===== src/sv/sdt_pkg.sv =====
package sdt_pkg;

    // Framing bytes
    localparam logic [7:0] FLAG_BYTE = 8'h7E;
    localparam logic [7:0] ESC_BYTE  = 8'h7D;
    localparam logic [7:0] ESC_XOR   = 8'h20;

    // Message types that carry a channel number in payload byte four
    localparam logic [7:0] MSG_TYPE_A = 8'h0F;
    localparam logic [7:0] MSG_TYPE_B = 8'h03;

    // Channel number coding: SDCCH/4 is 001SSTTT, SDCCH/8 is 01SSSTTT
    localparam logic [7:0] SDCCH4_MASK = 8'hE0;
    localparam logic [7:0] SDCCH4_CODE = 8'h20;
    localparam logic [7:0] SDCCH8_MASK = 8'hC0;
    localparam logic [7:0] SDCCH8_CODE = 8'h40;

    // Reset values
    localparam logic [7:0] SEL_CHANNEL_RESET  = 8'd5;
    localparam logic [7:0] LAST_CHANNEL_RESET = 8'hFF;

    // Channel kinds
    localparam logic KIND_SDCCH4 = 1'b0;
    localparam logic KIND_SDCCH8 = 1'b1;

    typedef enum logic [1:0] {
        ST_IDLE,
        ST_FRAME,
        ST_ESC
    } parse_state_t;

    typedef struct packed {
        logic [7:0]  out_byte;
        logic        frame_end;
        logic [8:0]  frame_length;
        logic        chan_report;
        logic        chan_kind;
        logic [2:0]  chan_subslot;
        logic [2:0]  chan_timeslot;
        logic [7:0]  chan_number;
        logic [31:0] report_seq;
    } result_t;

endpackage


===== src/sv/sdt_in_reg.sv =====
module sdt_in_reg
    import sdt_pkg::*;
(
    input  logic       aclk,
    input  logic       aresetn,
    input  logic       s_valid,
    output logic       s_ready,
    input  logic [7:0] s_rx_byte,
    input  logic       advance,
    output logic       byte_valid,
    output logic [7:0] byte_data
);

    logic       valid_reg;
    logic       valid_next;
    logic [7:0] data_reg;
    logic [7:0] data_next;

    // The register takes a new byte when empty or when its byte moves on.
    assign s_ready = !valid_reg || advance;

    always_comb begin
        valid_next = valid_reg;
        data_next  = data_reg;
        if (s_valid && s_ready) begin
            valid_next = 1'b1;
            data_next  = s_rx_byte;
        end else if (advance) begin
            valid_next = 1'b0;
        end
    end

    always_ff @(posedge aclk) begin
        if (!aresetn) begin
            valid_reg <= 1'b0;
        end else begin
            valid_reg <= valid_next;
        end
        data_reg <= data_next;
    end

    assign byte_valid = valid_reg;
    assign byte_data  = data_reg;

endmodule


===== src/sv/sdt_parser.sv =====
module sdt_parser
    import sdt_pkg::*;
#(
    parameter int BUFFER_BYTES = 512
)
(
    input  logic       aclk,
    input  logic       aresetn,
    input  logic       cfg_write,
    input  logic [7:0] cfg_data,
    input  logic       advance,
    input  logic [7:0] byte_data,
    output logic       res_valid,
    output result_t    res
);

    localparam int CW = $clog2(BUFFER_BYTES + 1);
    localparam int PW = (CW > 9) ? CW : 9;

    parse_state_t  state_reg;
    parse_state_t  state_next;
    logic [CW-1:0] count_reg;
    logic [CW-1:0] count_next;
    logic [7:0]    sel_reg;
    logic [7:0]    sel_next;
    logic [7:0]    chan_id_reg;
    logic [7:0]    chan_id_next;
    logic [7:0]    msg_type_reg;
    logic [7:0]    msg_type_next;
    logic [7:0]    chan_byte_reg;
    logic [7:0]    chan_byte_next;
    logic [7:0]    last_chan_reg;
    logic [7:0]    last_chan_next;
    logic [31:0]   report_cnt_reg;
    logic [31:0]   report_cnt_next;

    logic          is_flag;
    logic          is_esc;
    logic          take;
    logic          close;
    logic [7:0]    data_byte;
    logic [PW-1:0] plen;
    logic          is_sdcch4;
    logic          is_sdcch8;
    logic          want_report;

    // Byte classification
    assign is_flag   = (byte_data == FLAG_BYTE);
    assign is_esc    = (byte_data == ESC_BYTE);
    assign data_byte = (state_reg == ST_ESC) ? (byte_data ^ ESC_XOR) : byte_data;
    assign take      = advance && ((state_reg == ST_ESC) ||
                       ((state_reg == ST_FRAME) && !is_flag && !is_esc));
    assign close     = advance && (state_reg == ST_FRAME) && is_flag;

    // Payload length and channel number decoding for the closing flag
    assign plen        = PW'(count_reg) - PW'(2);
    assign is_sdcch4   = ((chan_byte_reg & SDCCH4_MASK) == SDCCH4_CODE);
    assign is_sdcch8   = ((chan_byte_reg & SDCCH8_MASK) == SDCCH8_CODE);
    assign want_report = ((msg_type_reg == MSG_TYPE_A) || (msg_type_reg == MSG_TYPE_B))
                         && (plen >= PW'(5)) && (is_sdcch4 || is_sdcch8)
                         && (chan_byte_reg != last_chan_reg);

    // Next parse state
    always_comb begin
        state_next = state_reg;
        if (advance) begin
            case (state_reg)
                ST_IDLE: begin
                    if (is_flag) begin
                        state_next = ST_FRAME;
                    end
                end
                ST_FRAME: begin
                    if (is_esc) begin
                        state_next = ST_ESC;
                    end
                end
                ST_ESC: begin
                    state_next = ST_FRAME;
                end
                default: begin
                    state_next = ST_IDLE;
                end
            endcase
        end
    end

    // Frame bookkeeping, channel tracking and the result
    always_comb begin
        count_next      = count_reg;
        sel_next        = cfg_write ? cfg_data : sel_reg;
        chan_id_next    = chan_id_reg;
        msg_type_next   = msg_type_reg;
        chan_byte_next  = chan_byte_reg;
        last_chan_next  = last_chan_reg;
        report_cnt_next = report_cnt_reg;
        res_valid       = 1'b0;
        res             = '0;

        if (advance && (state_reg == ST_IDLE) && is_flag) begin
            count_next = '0;
        end

        if (take && (count_reg < CW'(BUFFER_BYTES))) begin
            count_next = count_reg + CW'(1);
            if (count_reg == CW'(0)) begin
                chan_id_next = data_byte;
            end
            if (count_reg == CW'(2)) begin
                msg_type_next = data_byte;
            end
            if (count_reg == CW'(6)) begin
                chan_byte_next = data_byte;
            end
            if ((count_reg >= CW'(2)) && (chan_id_reg == sel_reg)) begin
                res_valid    = 1'b1;
                res.out_byte = data_byte;
            end
        end

        if (close) begin
            count_next = '0;
            if ((count_reg > CW'(2)) && (chan_id_reg == sel_reg)) begin
                res_valid        = 1'b1;
                res.frame_end    = 1'b1;
                res.frame_length = plen[8:0];
                if (want_report) begin
                    last_chan_next    = chan_byte_reg;
                    report_cnt_next   = report_cnt_reg + 32'd1;
                    res.chan_report   = 1'b1;
                    res.chan_kind     = is_sdcch4 ? KIND_SDCCH4 : KIND_SDCCH8;
                    res.chan_subslot  = is_sdcch4 ? {1'b0, chan_byte_reg[4:3]}
                                                  : chan_byte_reg[5:3];
                    res.chan_timeslot = chan_byte_reg[2:0];
                    res.chan_number   = chan_byte_reg;
                    res.report_seq    = report_cnt_next;
                end
            end
        end
    end

    always_ff @(posedge aclk) begin
        if (!aresetn) begin
            state_reg      <= ST_IDLE;
            count_reg      <= '0;
            sel_reg        <= SEL_CHANNEL_RESET;
            chan_id_reg    <= '0;
            msg_type_reg   <= '0;
            chan_byte_reg  <= '0;
            last_chan_reg  <= LAST_CHANNEL_RESET;
            report_cnt_reg <= '0;
        end else begin
            state_reg      <= state_next;
            count_reg      <= count_next;
            sel_reg        <= sel_next;
            chan_id_reg    <= chan_id_next;
            msg_type_reg   <= msg_type_next;
            chan_byte_reg  <= chan_byte_next;
            last_chan_reg  <= last_chan_next;
            report_cnt_reg <= report_cnt_next;
        end
    end

    // A channel report only ever rides on an end marker.
    assert property (@(posedge aclk) disable iff (!aresetn)
        res_valid && res.chan_report |-> res.frame_end)
        else $error("channel report without end marker");

    // The report count steps by one at a time.
    assert property (@(posedge aclk) disable iff (!aresetn)
        $past(aresetn) && (report_cnt_reg != $past(report_cnt_reg))
        |-> (report_cnt_reg == $past(report_cnt_reg) + 32'd1))
        else $error("report count jumped");

    // The last channel only changes together with a report.
    assert property (@(posedge aclk) disable iff (!aresetn)
        $past(aresetn) && (last_chan_reg != $past(last_chan_reg))
        |-> $past(res_valid && res.chan_report))
        else $error("last channel changed without report");

    // An escaped byte always returns the parser to the frame state.
    assert property (@(posedge aclk) disable iff (!aresetn)
        $past(aresetn) && $past(advance) && ($past(state_reg) == ST_ESC)
        |-> (state_reg == ST_FRAME))
        else $error("parser did not leave escape state");

endmodule


===== src/sv/sdt_out_reg.sv =====
module sdt_out_reg
    import sdt_pkg::*;
(
    input  logic    aclk,
    input  logic    aresetn,
    input  logic    load,
    input  result_t load_data,
    output logic    can_load,
    output logic    m_valid,
    input  logic    m_ready,
    output result_t m_data
);

    logic    valid_reg;
    logic    valid_next;
    result_t data_reg;
    result_t data_next;

    // Free when empty or when the held result leaves in this cycle.
    assign can_load = !valid_reg || m_ready;

    always_comb begin
        valid_next = valid_reg;
        data_next  = data_reg;
        if (load) begin
            valid_next = 1'b1;
            data_next  = load_data;
        end else if (m_ready) begin
            valid_next = 1'b0;
        end
    end

    always_ff @(posedge aclk) begin
        if (!aresetn) begin
            valid_reg <= 1'b0;
        end else begin
            valid_reg <= valid_next;
        end
        data_reg <= data_next;
    end

    assign m_valid = valid_reg;
    assign m_data  = data_reg;

endmodule


===== src/sv/sercomm_deframer_channel_tracker.sv =====
// Serial frame deframer with dedicated-channel tracker.
//
// Input channel (s_valid, s_ready, s_rx_byte) takes one raw line byte per
// transfer. Output channel (m_valid, m_ready, m_*) gives decoded payload
// bytes of frames on the selected channel, then one end marker carrying the
// payload length and, where a new SDCCH/4 or SDCCH/8 channel number was seen,
// a channel report. A byte produces at most one result.
// The configuration channel (cfg_valid, cfg_ready, cfg_data) writes the
// selected channel id; it is always ready and should be used while idle.
// An input byte passes through the input register, then through the parser
// into the output register; a stall on the output holds it in between.
// Throughput is one byte per cycle while the receiver does not stall the
// output register.
// Reset clears the parser to wait for an opening flag, selects channel 5,
// sets the last channel to 0xFF and the report count to zero.
// When the receiver stalls, the output register holds its result, the input
// register still takes one more byte, and s_ready then drops until m_ready.
module sercomm_deframer_channel_tracker
    import sdt_pkg::*;
#(
    parameter int BUFFER_BYTES = 512
)
(
    input  logic        aclk,
    input  logic        aresetn,
    input  logic        cfg_valid,
    output logic        cfg_ready,
    input  logic [7:0]  cfg_data,
    input  logic        s_valid,
    output logic        s_ready,
    input  logic [7:0]  s_rx_byte,
    output logic        m_valid,
    input  logic        m_ready,
    output logic [7:0]  m_out_byte,
    output logic        m_frame_end,
    output logic [8:0]  m_frame_length,
    output logic        m_chan_report,
    output logic        m_chan_kind,
    output logic [2:0]  m_chan_subslot,
    output logic [2:0]  m_chan_timeslot,
    output logic [7:0]  m_chan_number,
    output logic [31:0] m_report_seq
);

    logic       byte_valid;
    logic [7:0] byte_data;
    logic       can_load;
    logic       advance;
    logic       res_valid;
    result_t    res;
    result_t    m_data;

    // A byte moves on when the output register can take its result.
    assign advance   = byte_valid && can_load;
    assign cfg_ready = 1'b1;

    sdt_in_reg u_in_reg (
        .aclk       (aclk),
        .aresetn    (aresetn),
        .s_valid    (s_valid),
        .s_ready    (s_ready),
        .s_rx_byte  (s_rx_byte),
        .advance    (advance),
        .byte_valid (byte_valid),
        .byte_data  (byte_data)
    );

    sdt_parser #(
        .BUFFER_BYTES (BUFFER_BYTES)
    ) u_parser (
        .aclk      (aclk),
        .aresetn   (aresetn),
        .cfg_write (cfg_valid && cfg_ready),
        .cfg_data  (cfg_data),
        .advance   (advance),
        .byte_data (byte_data),
        .res_valid (res_valid),
        .res       (res)
    );

    sdt_out_reg u_out_reg (
        .aclk      (aclk),
        .aresetn   (aresetn),
        .load      (advance && res_valid),
        .load_data (res),
        .can_load  (can_load),
        .m_valid   (m_valid),
        .m_ready   (m_ready),
        .m_data    (m_data)
    );

    // Result fields onto their ports
    assign m_out_byte      = m_data.out_byte;
    assign m_frame_end     = m_data.frame_end;
    assign m_frame_length  = m_data.frame_length;
    assign m_chan_report   = m_data.chan_report;
    assign m_chan_kind     = m_data.chan_kind;
    assign m_chan_subslot  = m_data.chan_subslot;
    assign m_chan_timeslot = m_data.chan_timeslot;
    assign m_chan_number   = m_data.chan_number;
    assign m_report_seq    = m_data.report_seq;

endmodule


===== config.mk =====
export PLATFORM = sky130hd
export DESIGN_NAME = sercomm_deframer_channel_tracker
export DESIGN_NICKNAME = d
export VERILOG_FILES = /design/src/sv/sdt_pkg.sv /design/src/sv/sdt_in_reg.sv /design/src/sv/sdt_parser.sv /design/src/sv/sdt_out_reg.sv /design/src/sv/sercomm_deframer_channel_tracker.sv
export SDC_FILE = /design/constraint.sdc
export NUM_CORES = 1
export LEC_CHECK = 0
export BUFFER_PORTS_ARGS = -buffer_cell sky130_fd_sc_hd__buf_2
export CORE_UTILIZATION = 45
export CTS_CLUSTER_SIZE = 24
export DETAILED_ROUTE_END_ITERATION = 16
export SETUP_SLACK_MARGIN = 0.1
export SYNTH_ARGS = -nofsm -noshare
export SYNTH_HDL_FRONTEND = slang
export SYNTH_HIERARCHICAL = 1
export SYNTH_SLANG_ARGS = --single-unit

===== constraint.sdc =====
create_clock -name aclk -period 6.04 [get_ports aclk]
set_clock_uncertainty 0.2 [all_clocks]
set_input_delay 0.302 -clock aclk [delete_from_list [all_inputs] [get_ports aclk]]
set_output_delay 0.302 -clock aclk [all_outputs]
set_load 0.05 [all_outputs]

* After elaboration in Yosys (flattened, before gate mapping) *
Index checks and enable logic that the tools add are counted.

storage, ports and cells
  output and inout port bits = 69
  flip-flop bits (word level) = 160
  logic and storage cells = 104

operators by class
  equality and inequality tests = 14
  bitwise gates (word level) = 5
  mux-type cells = 18
  reductions and logical operators = 39
  $add $sub $neg = 3
  order comparisons = 4

operator list
  kind                                                                                   number
  58-bit two-way mux                                                                     1
  48-bit two-way mux                                                                     1
  32-bit by 1-bit adder with 32-bit output (second input constant)                       1
  10-bit two-way mux                                                                     2
  8-bit by 7-bit == test with 1-bit output (second input constant)                       2
  1-bit logical AND                                                                      16
  10-bit by 1-bit adder with 10-bit output (second input constant)                       1
  10-bit by 2-bit == test with 1-bit output (second input constant)                      1
  10-bit by 3-bit == test with 1-bit output (second input constant)                      1
  10-bit by 2-bit greater-or-equal comparator with 1-bit output (second input constant)  1
  10-bit by 3-bit greater-or-equal comparator with 1-bit output (second input constant)  1
  10-bit by 2-bit greater-than comparator with 1-bit output (second input constant)      1
  10-bit logical NOT                                                                     1
  10-bit < comparator (second input constant)                                            1
  2-bit AND reduction                                                                    5
  10-bit by 2-bit subtractor with 10-bit output (second input constant)                  1
  1-bit two-way mux                                                                      9
  8-bit by 2-bit == test with 1-bit output (second input constant)                       1
  8-bit by 4-bit == test with 1-bit output (second input constant)                       1
  8-bit == test                                                                          1
  8-bit != test                                                                          1
  6-bit two-way mux                                                                      1
  2-bit case mux with 3 select lines                                                     1
  3-bit AND reduction                                                                    2
  13 further kinds                                                                       29

* Depth between registers and ports, before layout *
Gate-level depths: netlist of the first run.

  depth in word-level cells = 12
  depth in mapped cells = 11

* Hierarchy *
Netlist of the first run, hierarchy kept.

modules (own cells, without submodules)
  module                            cells each  times used  area an instance (sq um)  seq. area each (sq um)
  sdt_parser                        607         1           4889.7                    1681.6
  sdt_out_reg                       70          1           2030.7                    2001.9
  sdt_in_reg                        13          1           297.8                     260.2
  sercomm_deframer_channel_tracker  4           1           23.8                      0.0

* Worst setup path before layout of the first run *
OpenSTA, ideal clock, no wires.

  path type = reg-to-reg
  start = register u_out_reg.valid_reg (netlist: u_out_reg/m_valid)
  end = register u_out_reg.data_reg, in the netlist u_out_reg/m_data[0], enable pin
  setup slack = 1.638 ns
  data required time = 5.408 ns
  clock period less this slack = 4.402 ns
  stages on the path, launching flop included = 9
  path buffers = 1
  arrival = 3.770 ns
  setup time = 0.432 ns
  path through = dfxtp_1 > nand2b_4 > and2_1 > nand4bb_1 > or4_1 > or4_1 > clkbuf_1 > nand2b_1 > and3_1

between the ends
  longest elaborated chain between the ends = 9
  elaborated cells between the ends (all ways) = 11
  classes of those cells = mux (3); reduce/logical (8)

RTL lines
  what                      line                                    RTL
  start: declaration        sdt_out_reg.sv:14                       logic valid_reg;
  start signal: assignment  sdt_out_reg.sv:37                       valid_reg <= valid_next;
  1-bit logical NOT *       sdt_out_reg.sv:20                       assign can_load = !valid_reg || m_ready;
  1-bit logical OR *        sdt_out_reg.sv:20
  named net can_load        sercomm_deframer_channel_tracker.sv:47  logic can_load;
  1-bit logical AND *       sercomm_deframer_channel_tracker.sv:54  assign advance = byte_valid && can_load;
  named net advance         sercomm_deframer_channel_tracker.sv:48  logic advance;
  1-bit logical AND         sdt_parser.sv:51                        assign take = advance && ((state_reg == ST_ESC) ||
  1-bit logical AND         sdt_parser.sv:104                       if (take && (count_reg < CW'(BUFFER_BYTES))) begin
  1-bit two-way mux         sdt_parser.sv:104
  1-bit two-way mux         sdt_parser.sv:123                       if ((count_reg > CW'(2)) && (chan_id_reg == sel_reg)) begin
  1-bit two-way mux *       sdt_parser.sv:121                       if (close) begin
  named net res_valid       sercomm_deframer_channel_tracker.sv:49  logic res_valid;
  1-bit logical AND *       sercomm_deframer_channel_tracker.sv:84  .load (advance && res_valid),
  end signal: assignment    sdt_out_reg.sv:39                       data_reg <= data_next;
  end: declaration          sdt_out_reg.sv:16                       result_t data_reg;

The timed path passes the listed nets; every way through them passes the cells marked *.
A chain may end at the register's enable or synchronous reset.

* Worst setup path after layout of the first run *
  start = input m_ready
  end = register u_out_reg.data_reg, in the netlist u_out_reg/m_data[51], enable pin

between the ends
  longest elaborated chain between the ends = 8
  elaborated cells between the ends (all ways) = 10
  classes of those cells = mux (3); reduce/logical (7)

RTL lines
  what                 line                                    RTL
  start: declaration   sercomm_deframer_channel_tracker.sv:33  input logic m_ready,
  1-bit logical OR *   sdt_out_reg.sv:20
  named net can_load   sercomm_deframer_channel_tracker.sv:47
  1-bit logical AND *  sercomm_deframer_channel_tracker.sv:54
  named net advance    sercomm_deframer_channel_tracker.sv:48
  1-bit logical AND    sdt_parser.sv:51
  1-bit logical AND    sdt_parser.sv:104
  1-bit two-way mux    sdt_parser.sv:104
  1-bit two-way mux    sdt_parser.sv:123
  1-bit two-way mux *  sdt_parser.sv:121
  named net res_valid  sercomm_deframer_channel_tracker.sv:49
  1-bit logical AND *  sercomm_deframer_channel_tracker.sv:84

Marked as above.

==> summary.md, run 1 <==
| Metric | Value |
|---|---|
| Syn_area_per_cell | `10.4 um2` |
| Synth top area cells | `edfxtp_1, dfxtp_1, mux2i_1` |
| Max Fclk | `240 MHz` |
| Hold/Removal Path Class | `in -> reg` |
| Total congestion overflow | `0` |
| Port Buffers | `88` |
| Worst-path clk slew | `60 ps` |
| Ys Warns | `6` |
| DRC | `0` |
| Post-synth ARST share | `0%` |
| Int Pwr | `1.76 mW` |
| DP HPWL | `10500 um` |
| Final GP Congestion | `0.890` |
| Seq pwr share | `51.5%` |
| Layout cells sized above 1 | `17.6%` |
| IR Drop Worst-Case VDD | `0.178 mV` |
| Via count | `5241` |
| CP startpoint kind | `primary input` |
| DRT iter0 DRCs | `358` |
| Largest net degree at the start of global routing | `54` |
| CP max-delay cell | `nor4_1` |
| Crit-path leading delay family | `simple AND/OR/NAND/NOR gates` |
| Fill count | `1426` |
| Num CTS Buffers | `17` |
| Die width | `129 um` |
| Initial core utilization | `45.9%` |
| Post-CTS Setup Bufs | `0` |
| Sw frac | `20.1%` |
| Largest register FFs | `66` |
| Nets | `812` |
| Final wirelength | `15100 um` |
| CTS tree | `built` |
| CTS root buffer | `clkbuf_16` |
| Top FF cell, synth | `dfxtp_1` |
| CORE AREA | `0.0158 mm2` |
| Sequential area share after synthesis | `54.5%` |
| Reg-to-reg slack, setup | `1880 ps` |
| Most frequent cell after synthesis | `dfxtp_1` |
| Diode count | `0` |
| Initial antenna violation count | `0` |
| DR WL/cell | `14.9 um` |
| Yosys reg bits | `160` |
| Worst Setup End Kind | `register` |
| First-pass iteration count of the detailed router | `4` |
| Core Rows | `46` |
| EDFF count, synth | `74` |
| Vias in the first global route | `4956` |
| Switch Pwr | `0.445 mW` |
| CP max stage delay | `890 ps` |
| Crit Path Class | `in -> reg` |
| Synth cell count leaders | `dfxtp_1, nor2_1, edfxtp_1` |
| RSZ-0062 raised after global routing | `no` |
| TNS Setup | `0 ps` |
| Max cap viols | `0` |
| Leakage power | `3.30 nW` |
| Critical path buffer and inverter count | `4` |
| H-tree Lvls | `4` |
| Synth Net Count | `723` |
| Outcome | `finished clean` |
| Synth top area share | `30.7%` |
| Min Tclk post-route | `4170 ps` |
| Crit path DAT | `4070 ps` |
| Area Overhead vs Synth | `17.7%` |
| WHS | `94.0 ps` |
| Slew headroom | `31.5%` |
| Worst-margin pin slew | `1020 ps` |
| Max Slew Vio Count | `0` |
| Post-synthesis cell count | `694` |
| First-pass GRT wire length | `24600 um` |
| Clk Latency, worst-skew pair | `420 ps` |
| Die ar. | `0.0166 mm2` |
| Critical-path cell list | `dlygate4sd3_1 -> buf_2 -> nand2b_4 -> and2_1 -> inv_1 -> a21oi_1 -> nand2b_1 -> nor4_1 -> nand2b_1 -> and3_2 -> buf_4` |
| Combinational Power Share | `2.5%` |
| Die Ht | `129 um` |
| Design Power | `2.21 mW` |
| GR Util All Layers | `19.1%` |
| CTS Buffer Depth | `2` |
| Fin. Hold Viols | `0` |
| Area of the mapped netlist | `0.00724 mm2` |
| Fin crit share | `69.1%` |
| Utilization after layout | `54.0%` |
| Final setup fails | `0` |
| Worst path most repeated cell | `nand2b_1` |
| Pwr Density | `259 mW/mm2` |
| CP Max Fanout | `37` |
| Part of the power in the clock network | `46.0%` |
| Synth cell types | `54` |
| Io pins | `90` |
| Number of vias per cell | `5.18` |
| Yosys top cell by area | `edfxtp_1` |
| Total clock sinks | `160` |
| Req. time, crit path | `5940 ps` |
| Post-DRT Antenna Nets | `0` |
-- worst reg2reg max path, stage by stage, from the launching register on --
cell and delay, ps:
dfxtp_1 530, ha_1 220, or3b_2 470, a2111oi_0 590, or4_1 460, inv_1 160, o211ai_4 350, buf_4 430
inv_2 180, and2_1 220, a211o_1 260
-- cells in the final DEF (no fill, tap or decap), drive strengths merged, types with 8 or more instances in the layout --
cell,n
clkbuf,24
nand3,11
a21oi,41
or4,9
buf,92
xnor2,28
nor3,10
dfxtp,86
o21ai,29
ha,8
nand4,16
dlygate4sd3,18
nor2,80
edfxtp,74
and2,18
nand2,58
or3,29
xor2,28
nor4,9
and3,9
mux2i,35
inv,18
nand2b,8
-- cell families after synthesis --
| group | count (synthesis) | synth area share [%] |
|---|---|---|
| AO/OA/AOI/OAI | 99 | 8.66 |
| XOR/XNOR | 56 | 6.77 |
| adder cells (fa/ha/maj) | 8 | 1.38 |
| multiplexers | 36 | 4.99 |
| buffers and inverters | 56 | 3.92 |
| flip-flops | 160 | 54.5 |
| AND/OR/NAND/NOR | 277 | 19.7 |
| other | 2 | 0.104 |
-- power by group through the flow --
| stage | sequential, mW | clock, mW | combinational, mW |
|---|---|---|---|
| 2_1_floorplan | 1.16 | 0 | 0.0318 |
| 3_3_place_gp | 1.16 | 0 | 0.0443 |
| 3_5_place_dp | 1.16 | 0 | 0.0458 |
| 4_1_cts | 1.14 | 1.04 | 0.0547 |
| 5_1_grt | 1.14 | 1.09 | 0.0593 |
| 6_report | 1.14 | 1.02 | 0.0542 |
-- what timing repair did --
item	in CTS	in global routing
hold buffers	18	0
endpoints found under the hold margin	18	0
gates resized for setup	0	0
-- through the flow --
stage	cells	worst slack, ps	area [um2]
2_1_floorplan	694	1640	7240
3_3_place_gp	962	2040	7770
3_5_place_dp	962	1910	7770
4_1_cts	1012	1830	8520
5_1_grt	1012	1480	8520
6_report	1012	1870	8520
-- path summary, 6_finish.rpt --
path | startpoint | endpoint | cells after the start
worst min-delay path | cfg_valid | u_parser/sel_reg[2] | 3
worst max-delay path | m_ready | u_out_reg/m_data[51] | 11
worst max register to register | u_parser/count_reg[1] | u_parser/last_chan_reg[1] | 10
worst min register to register | u_parser/last_chan_reg[7] | u_parser/last_chan_reg[7] | 2
-- area by class of cell --
class | count | area (um2) | share of cell area, %
multi-input combinational | 478 | 3020 | 35.5
inverter | 16 | 60.1 | 0.705
tap | 216 | 270 | 3.17
clock inverter | 8 | 46.3 | 0.543
timing repair buffer | 110 | 651 | 7.64
clock buffer | 24 | 526 | 6.17
sequential | 160 | 3940 | 46.3
-- metal layers --
layer	GRT usage [%]	share of wire (%)	vias to the layer above
li1	-	-	2632
met1	24.5	46	2481
met2	31.0	49	110
met3	4.45	4.0	18
met4	7.61	1.3	0
met5	0	0	-
Power figures use the tool's default switching activity.
==> run 2: changes to the inputs <==
- ABC_AREA: unset -> 1
- clock period: 6.04 -> 4.18 ns (I/O delays scaled with it)
==> summary.md, run 2 <==
| Metric | Value |
|---|---|
| Port Buffers | `88` |
| Total congestion overflow | `0` |
| CTS root buffer | `clkbuf_16` |
| EDFF count, synth | `74` |
| Layout cells sized above 1 | `14.6%` |
| Post-CTS Setup Bufs | `0` |
| Synth Net Count | `996` |
| RSZ-0062 raised after global routing | `no` |
| Setup ws final | `1120 ps` |
| Post-synthesis cell count | `967` |
| Max Slew Vio Count | `0` |
| IR Drop Worst-Case VDD | `0.290 mV` |
| DRT iter0 DRCs | `442` |
| DRC | `0` |
| Min Tclk post-route | `3060 ps` |
| First-pass GRT wire length | `27600 um` |
| Ys Warns | `6` |
| Post-synth ARST share | `0%` |
| Initial antenna violation count | `0` |
| Largest net degree at the start of global routing | `45` |
| Initial core utilization | `46.2%` |
| Critical path buffer and inverter count | `3` |
| CTS Buffer Depth | `2` |
| Synth cell types | `36` |
| Max cap viols | `0` |
| Critical-path cell list | `inv_1 -> ha_1 -> xnor2_1 -> nand2_1 -> nor2_1 -> nand2_1 -> nor2_1 -> nand2_2 -> buf_4 -> nand2_2 -> inv_1` |
| Final GP Congestion | `0.888` |
| DP HPWL | `11400 um` |
| Crit-path leading delay family | `simple AND/OR/NAND/NOR gates` |
| Syn_area_per_cell | `7.92 um2` |
| Area of the mapped netlist | `0.00766 mm2` |
| Diode count | `0` |
| Leakage power | `4.40 nW` |
| Die Ht | `132 um` |
| Top FF cell, synth | `dfxtp_1` |
| CP max-delay cell | `nand2_2` |
| GR Util All Layers | `19.8%` |
| Crit path DAT | `3000 ps` |
| Nets | `1095` |
| Synth cell count leaders | `nand2_1, inv_1, nor2_1` |
| Die ar. | `0.0175 mm2` |
| TNS Setup | `0 ps` |
| Core Rows | `47` |
| CP Max Fanout | `40` |
| CP startpoint kind | `register` |
| Outcome | `finished clean` |
| Vias in the first global route | `5838` |
| Design Power | `3.35 mW` |
| Largest register FFs | `66` |
| Via count | `6181` |
| CTS tree | `built` |
| Io pins | `90` |
| Area Overhead vs Synth | `17.9%` |
| Number of vias per cell | `4.76` |
| Fin crit share | `73.2%` |
| Utilization after layout | `54.5%` |
| Num CTS Buffers | `17` |
| Req. time, crit path | `4120 ps` |
| Die width | `132 um` |
| Design Area, Final | `0.00903 mm2` |
| Sequential area share after synthesis | `51.5%` |
| Worst-path clk slew | `60 ps` |
| Yosys top cell by area | `edfxtp_1` |
| Clk Latency, worst-skew pair | `430 ps` |
| Commonest non-fill, non-tap cell in the layout | `nand2_1` |
| DR WL/cell | `12.7 um` |
| Final setup fails | `0` |
| CP max stage delay | `660 ps` |
| Worst Setup End Kind | `register` |
| Synth top area cells | `edfxtp_1, dfxtp_1, nand2_1` |
| Slew headroom | `46.4%` |
| H-tree Lvls | `4` |
| Yosys reg bits | `160` |
| Commonest cells after routing, fill and taps aside | `nand2_1, inv_1, nor2_1` |
| Total clock sinks | `160` |
| Synth top area share | `29.0%` |
| Max Fclk | `327 MHz` |
| Post-DRT Antenna Nets | `0` |
| First-pass iteration count of the detailed router | `5` |
| Final wirelength | `16500 um` |
| Pwr Density | `371 mW/mm2` |
| Placed Area | `0.00820 mm2` |
| Hold/Removal Path Class | `in -> reg` |
| Fin. Hold Viols | `0` |
| Most frequent cell after synthesis | `nand2_1` |
| Place WS | `1080 ps` |
| CORE AREA | `0.0166 mm2` |
| Crit Path Class | `reg -> reg` |
| Worst-margin pin slew | `801 ps` |
[run 2: final timing paths]
check	from	end	slack (ps)	cells past startpoint
worst min register to register	u_parser/sel_reg[6]	u_parser/sel_reg[6]	270	2
worst min-delay path	cfg_valid	u_parser/sel_reg[6]	20	3
worst max-delay path	u_parser/count_reg[1]	u_out_reg/m_data[47]	1120	11
worst max register to register	u_parser/count_reg[1]	u_out_reg/m_data[47]	1120	11
[run 2: per-layer routing]
layer | routed length (um) | up-vias | GRT usage (%)
met5 | 0 | - | 0
met4 | 312 | 0 | 8.43
met3 | 511 | 24 | 3.49
met2 | 8150 | 132 | 34.1
met1 | 7570 | 2798 | 24.5
li1 | - | 3227 | -
[run 2: logic make-up after synthesis]
logic type / share of synthesized area [%]
xor+xnor: 2.86
fa+ha+maj: 1.31
buf+inv: 10.6
compound gates: 6.01
other cells: 0.0980
flops: 51.5
simple gates: 27.7
[run 2: repair_timing]
item | CTS | global route
hold buffers | 22 | 0
gates resized for setup | 0 | 0
hold endpoints to repair | 18 | 0
[run 2: where the power goes]
| group | total (mW) | internal, mW | switching (mW) | leakage, nW |
|---|---|---|---|---|
| logic | 0.0781 | 0.0321 | 0.0461 | 2.57 |
| clock network | 1.62 | 1.01 | 0.609 | 0.292 |
| registers | 1.65 | 1.64 | 0.0100 | 1.54 |
| total | 3.35 | 2.68 | 0.665 | 4.40 |
[run 2: tightest hold or removal path: stages]
cell and delay, ps:
buf_2 110, inv_1 140, a21oi_1 140
[run 2: final cells by class]
class                   instances  area [um2]
clock inverters                10         161
repair buffers                115         698
fillers                      1605        7550
inverters                     156         588
flip-flops and latches        160        3940
multi-input cells             616        2910
clock buffers                  22         454
well taps                     220         275
[run 2: stage by stage]
stage | hold slack [ps] | cells
global route | 58.6 | 1299
floorplan | 108 | 967
CTS | 9.47 | 1299
detailed placement | 188 | 1245
global placement | 186 | 1245
finish | 21.7 | 1299
==> run 3: changes to the inputs <==
- clock period: 4.18 -> 2.9 ns (I/O delays scaled with it)
==> summary.md, run 3 (synthesis gave the netlist of run 2 again) <==
| Metric | Value |
|---|---|
| Place WS | `298 ps` |
| CTS Buffer Depth | `2` |
| Die ar. | `0.0175 mm2` |
| CP max-delay cell | `edfxtp_1` |
| CP startpoint kind | `register` |
| Fin. Hold Viols | `0` |
| Clk Latency, worst-skew pair | `430 ps` |
| Io pins | `90` |
| Worst-path clk slew | `70 ps` |
| Port Buffers | `88` |
| Initial core utilization | `46.2%` |
| Layout cells sized above 1 | `16.3%` |
| Total clock sinks | `160` |
| Area Overhead vs Synth | `22.1%` |
| Diode count | `0` |
| Die width | `132 um` |
| Placed Area | `0.00833 mm2` |
| Crit path DAT | `2490 ps` |
| Vias in the first global route | `5944` |
| Critical path buffer and inverter count | `4` |
| Worst-margin pin slew | `771 ps` |
| Crit Path Class | `reg -> reg` |
| DRC | `0` |
| DRT iter0 DRCs | `330` |
| Max Slew Vio Count | `0` |
| IR Drop Worst-Case VDD | `0.441 mV` |
| Num CTS Buffers | `17` |
| Hold-critical path depth | `3` |
| Number of vias per cell | `4.76` |
| Outcome | `finished clean` |
| Largest register FFs | `66` |
| Core Rows | `47` |
| GR Util All Layers | `20.3%` |
| Cell Count, Final, Fillers Out | `1322` |
| DR WL/cell | `12.8 um` |
| Critical-path cell list | `inv_2 -> nand2_1 -> nor2_1 -> nand2_1 -> nand3_1 -> nand2_2 -> nand3_4 -> inv_8 -> nand3_4 -> nand2_2 -> inv_2 -> nor2_4 -> buf_12` |
| Min Tclk post-route | `2560 ps` |
| CP Max Fanout | `31` |
| Max cap viols | `0` |
| Via count | `6293` |
| Fin crit share | `88.4%` |
| Worst R2R End | `u_out_reg/m_data[24]` |
| Total placed cells including tap cells | `1252` |
| First-pass GRT wire length | `28100 um` |
| Critical path origin | `u_in_reg/byte_data[0]` |
| Initial antenna violation count | `0` |
| Pwr Density | `523 mW/mm2` |
| R2R cell count | `13` |
| Reg-to-Reg Start | `u_in_reg/byte_data[0]` |
| Reg-to-reg slack, setup | `340 ps` |
| Leakage power | `4.55 nW` |
| First-pass iteration count of the detailed router | `5` |
| Commonest cells after routing, fill and taps aside | `nand2_1, inv_1, nor2_1` |
| Utilization after layout | `56.4%` |
| Largest net degree at the start of global routing | `44` |
| RSZ-0062 raised after global routing | `yes` |
| Crit-path leading delay family | `simple AND/OR/NAND/NOR gates` |
| Design Power | `4.90 mW` |
| CP max stage delay | `440 ps` |
| Post-DRT Antenna Nets | `0` |
| Commonest non-fill, non-tap cell in the layout | `nand2_1` |
| Worst Setup End Kind | `register` |
| Hold/Removal Path Class | `in -> reg` |
| H-tree Lvls | `4` |
| Nets | `1118` |
| Design Area, Final | `0.00936 mm2` |
| DP HPWL | `11900 um` |
| Die Ht | `132 um` |
| Final wirelength | `17000 um` |
| Final setup fails | `0` |
| Worst hold endpoint | `u_parser/last_chan_reg[2]` |
| Total congestion overflow | `0` |
| CTS tree | `built` |
| CTS root buffer | `clkbuf_16` |
| Hold path start | `aresetn` |
| WHS | `93.3 ps` |
| Final GP Congestion | `0.860` |
| Req. time, crit path | `2830 ps` |
| TNS Setup | `0 ps` |
| Max Fclk | `390 MHz` |
| Setup ws final | `337 ps` |
| Slew headroom | `48.6%` |
| CORE AREA | `0.0166 mm2` |
==> run 3: changes by cell type in the layout (fill, tap and decap cells not counted), moves of 4 or more <==
cell,delta
nand2_1,-4
dlygate4sd3_1,+13
buf_4,+7
clkbuf_16,+5
==> run 3: timing repair <==
item / in CTS / in global routing
setup endpoints to repair: 0 / 47
hold buffers: 35 / 0
buffers inserted: 0 / 3
endpoints found under the hold margin: 18 / 0
resized for setup: 0 / 2
==> run 3: area by class of cell <==
class / instances / area, um2
Fill cell: 1553 / 7230
Clock buffer: 24 / 568
Sequential cell: 160 / 3950
Timing Repair Buffer: 138 / 941
Inverter: 156 / 593
Tap cell: 220 / 275
Clock inverter: 8 / 82.6
Multi-Input combinational cell: 616 / 2950
==> run 3: how the worst max path moves through the flow <==
stage | cells past startpoint | slack, ps | to
6_report | 13 | 340 | u_out_reg/m_data[24]
5_1_grt | 11 | 90 | u_out_reg/m_data[38]
4_1_cts | 12 | 280 | u_out_reg/m_data[26]
3_5_place_dp | 12 | 300 | u_out_reg/m_data[26]
3_3_place_gp | 13 | 340 | u_out_reg/m_data[24]
2_1_floorplan | 11 | -40 | u_out_reg/m_data[0]
==> run 3: layer usage <==
layer | routed length (um) | track usage (%) | vias up
met2 | 8450 | 35.3 | 132
met3 | 582 | 4.06 | 21
li1 | - | - | 3273
met1 | 7660 | 24.5 | 2867
met4 | 271 | 8.11 | 0
met5 | 0 | 0 | -
==> run 3: report_power, final <==
part           internal (mW)  switching, mW
sequential              2.36         0.0143
clock                   1.47          0.920
combinational         0.0622         0.0723
==> run 3: tightest hold or removal path: cells and delay by family <==
kind                   cells  cell delay, ps
AND/OR/NAND/NOR            1             110
buffers and inverters      2             420
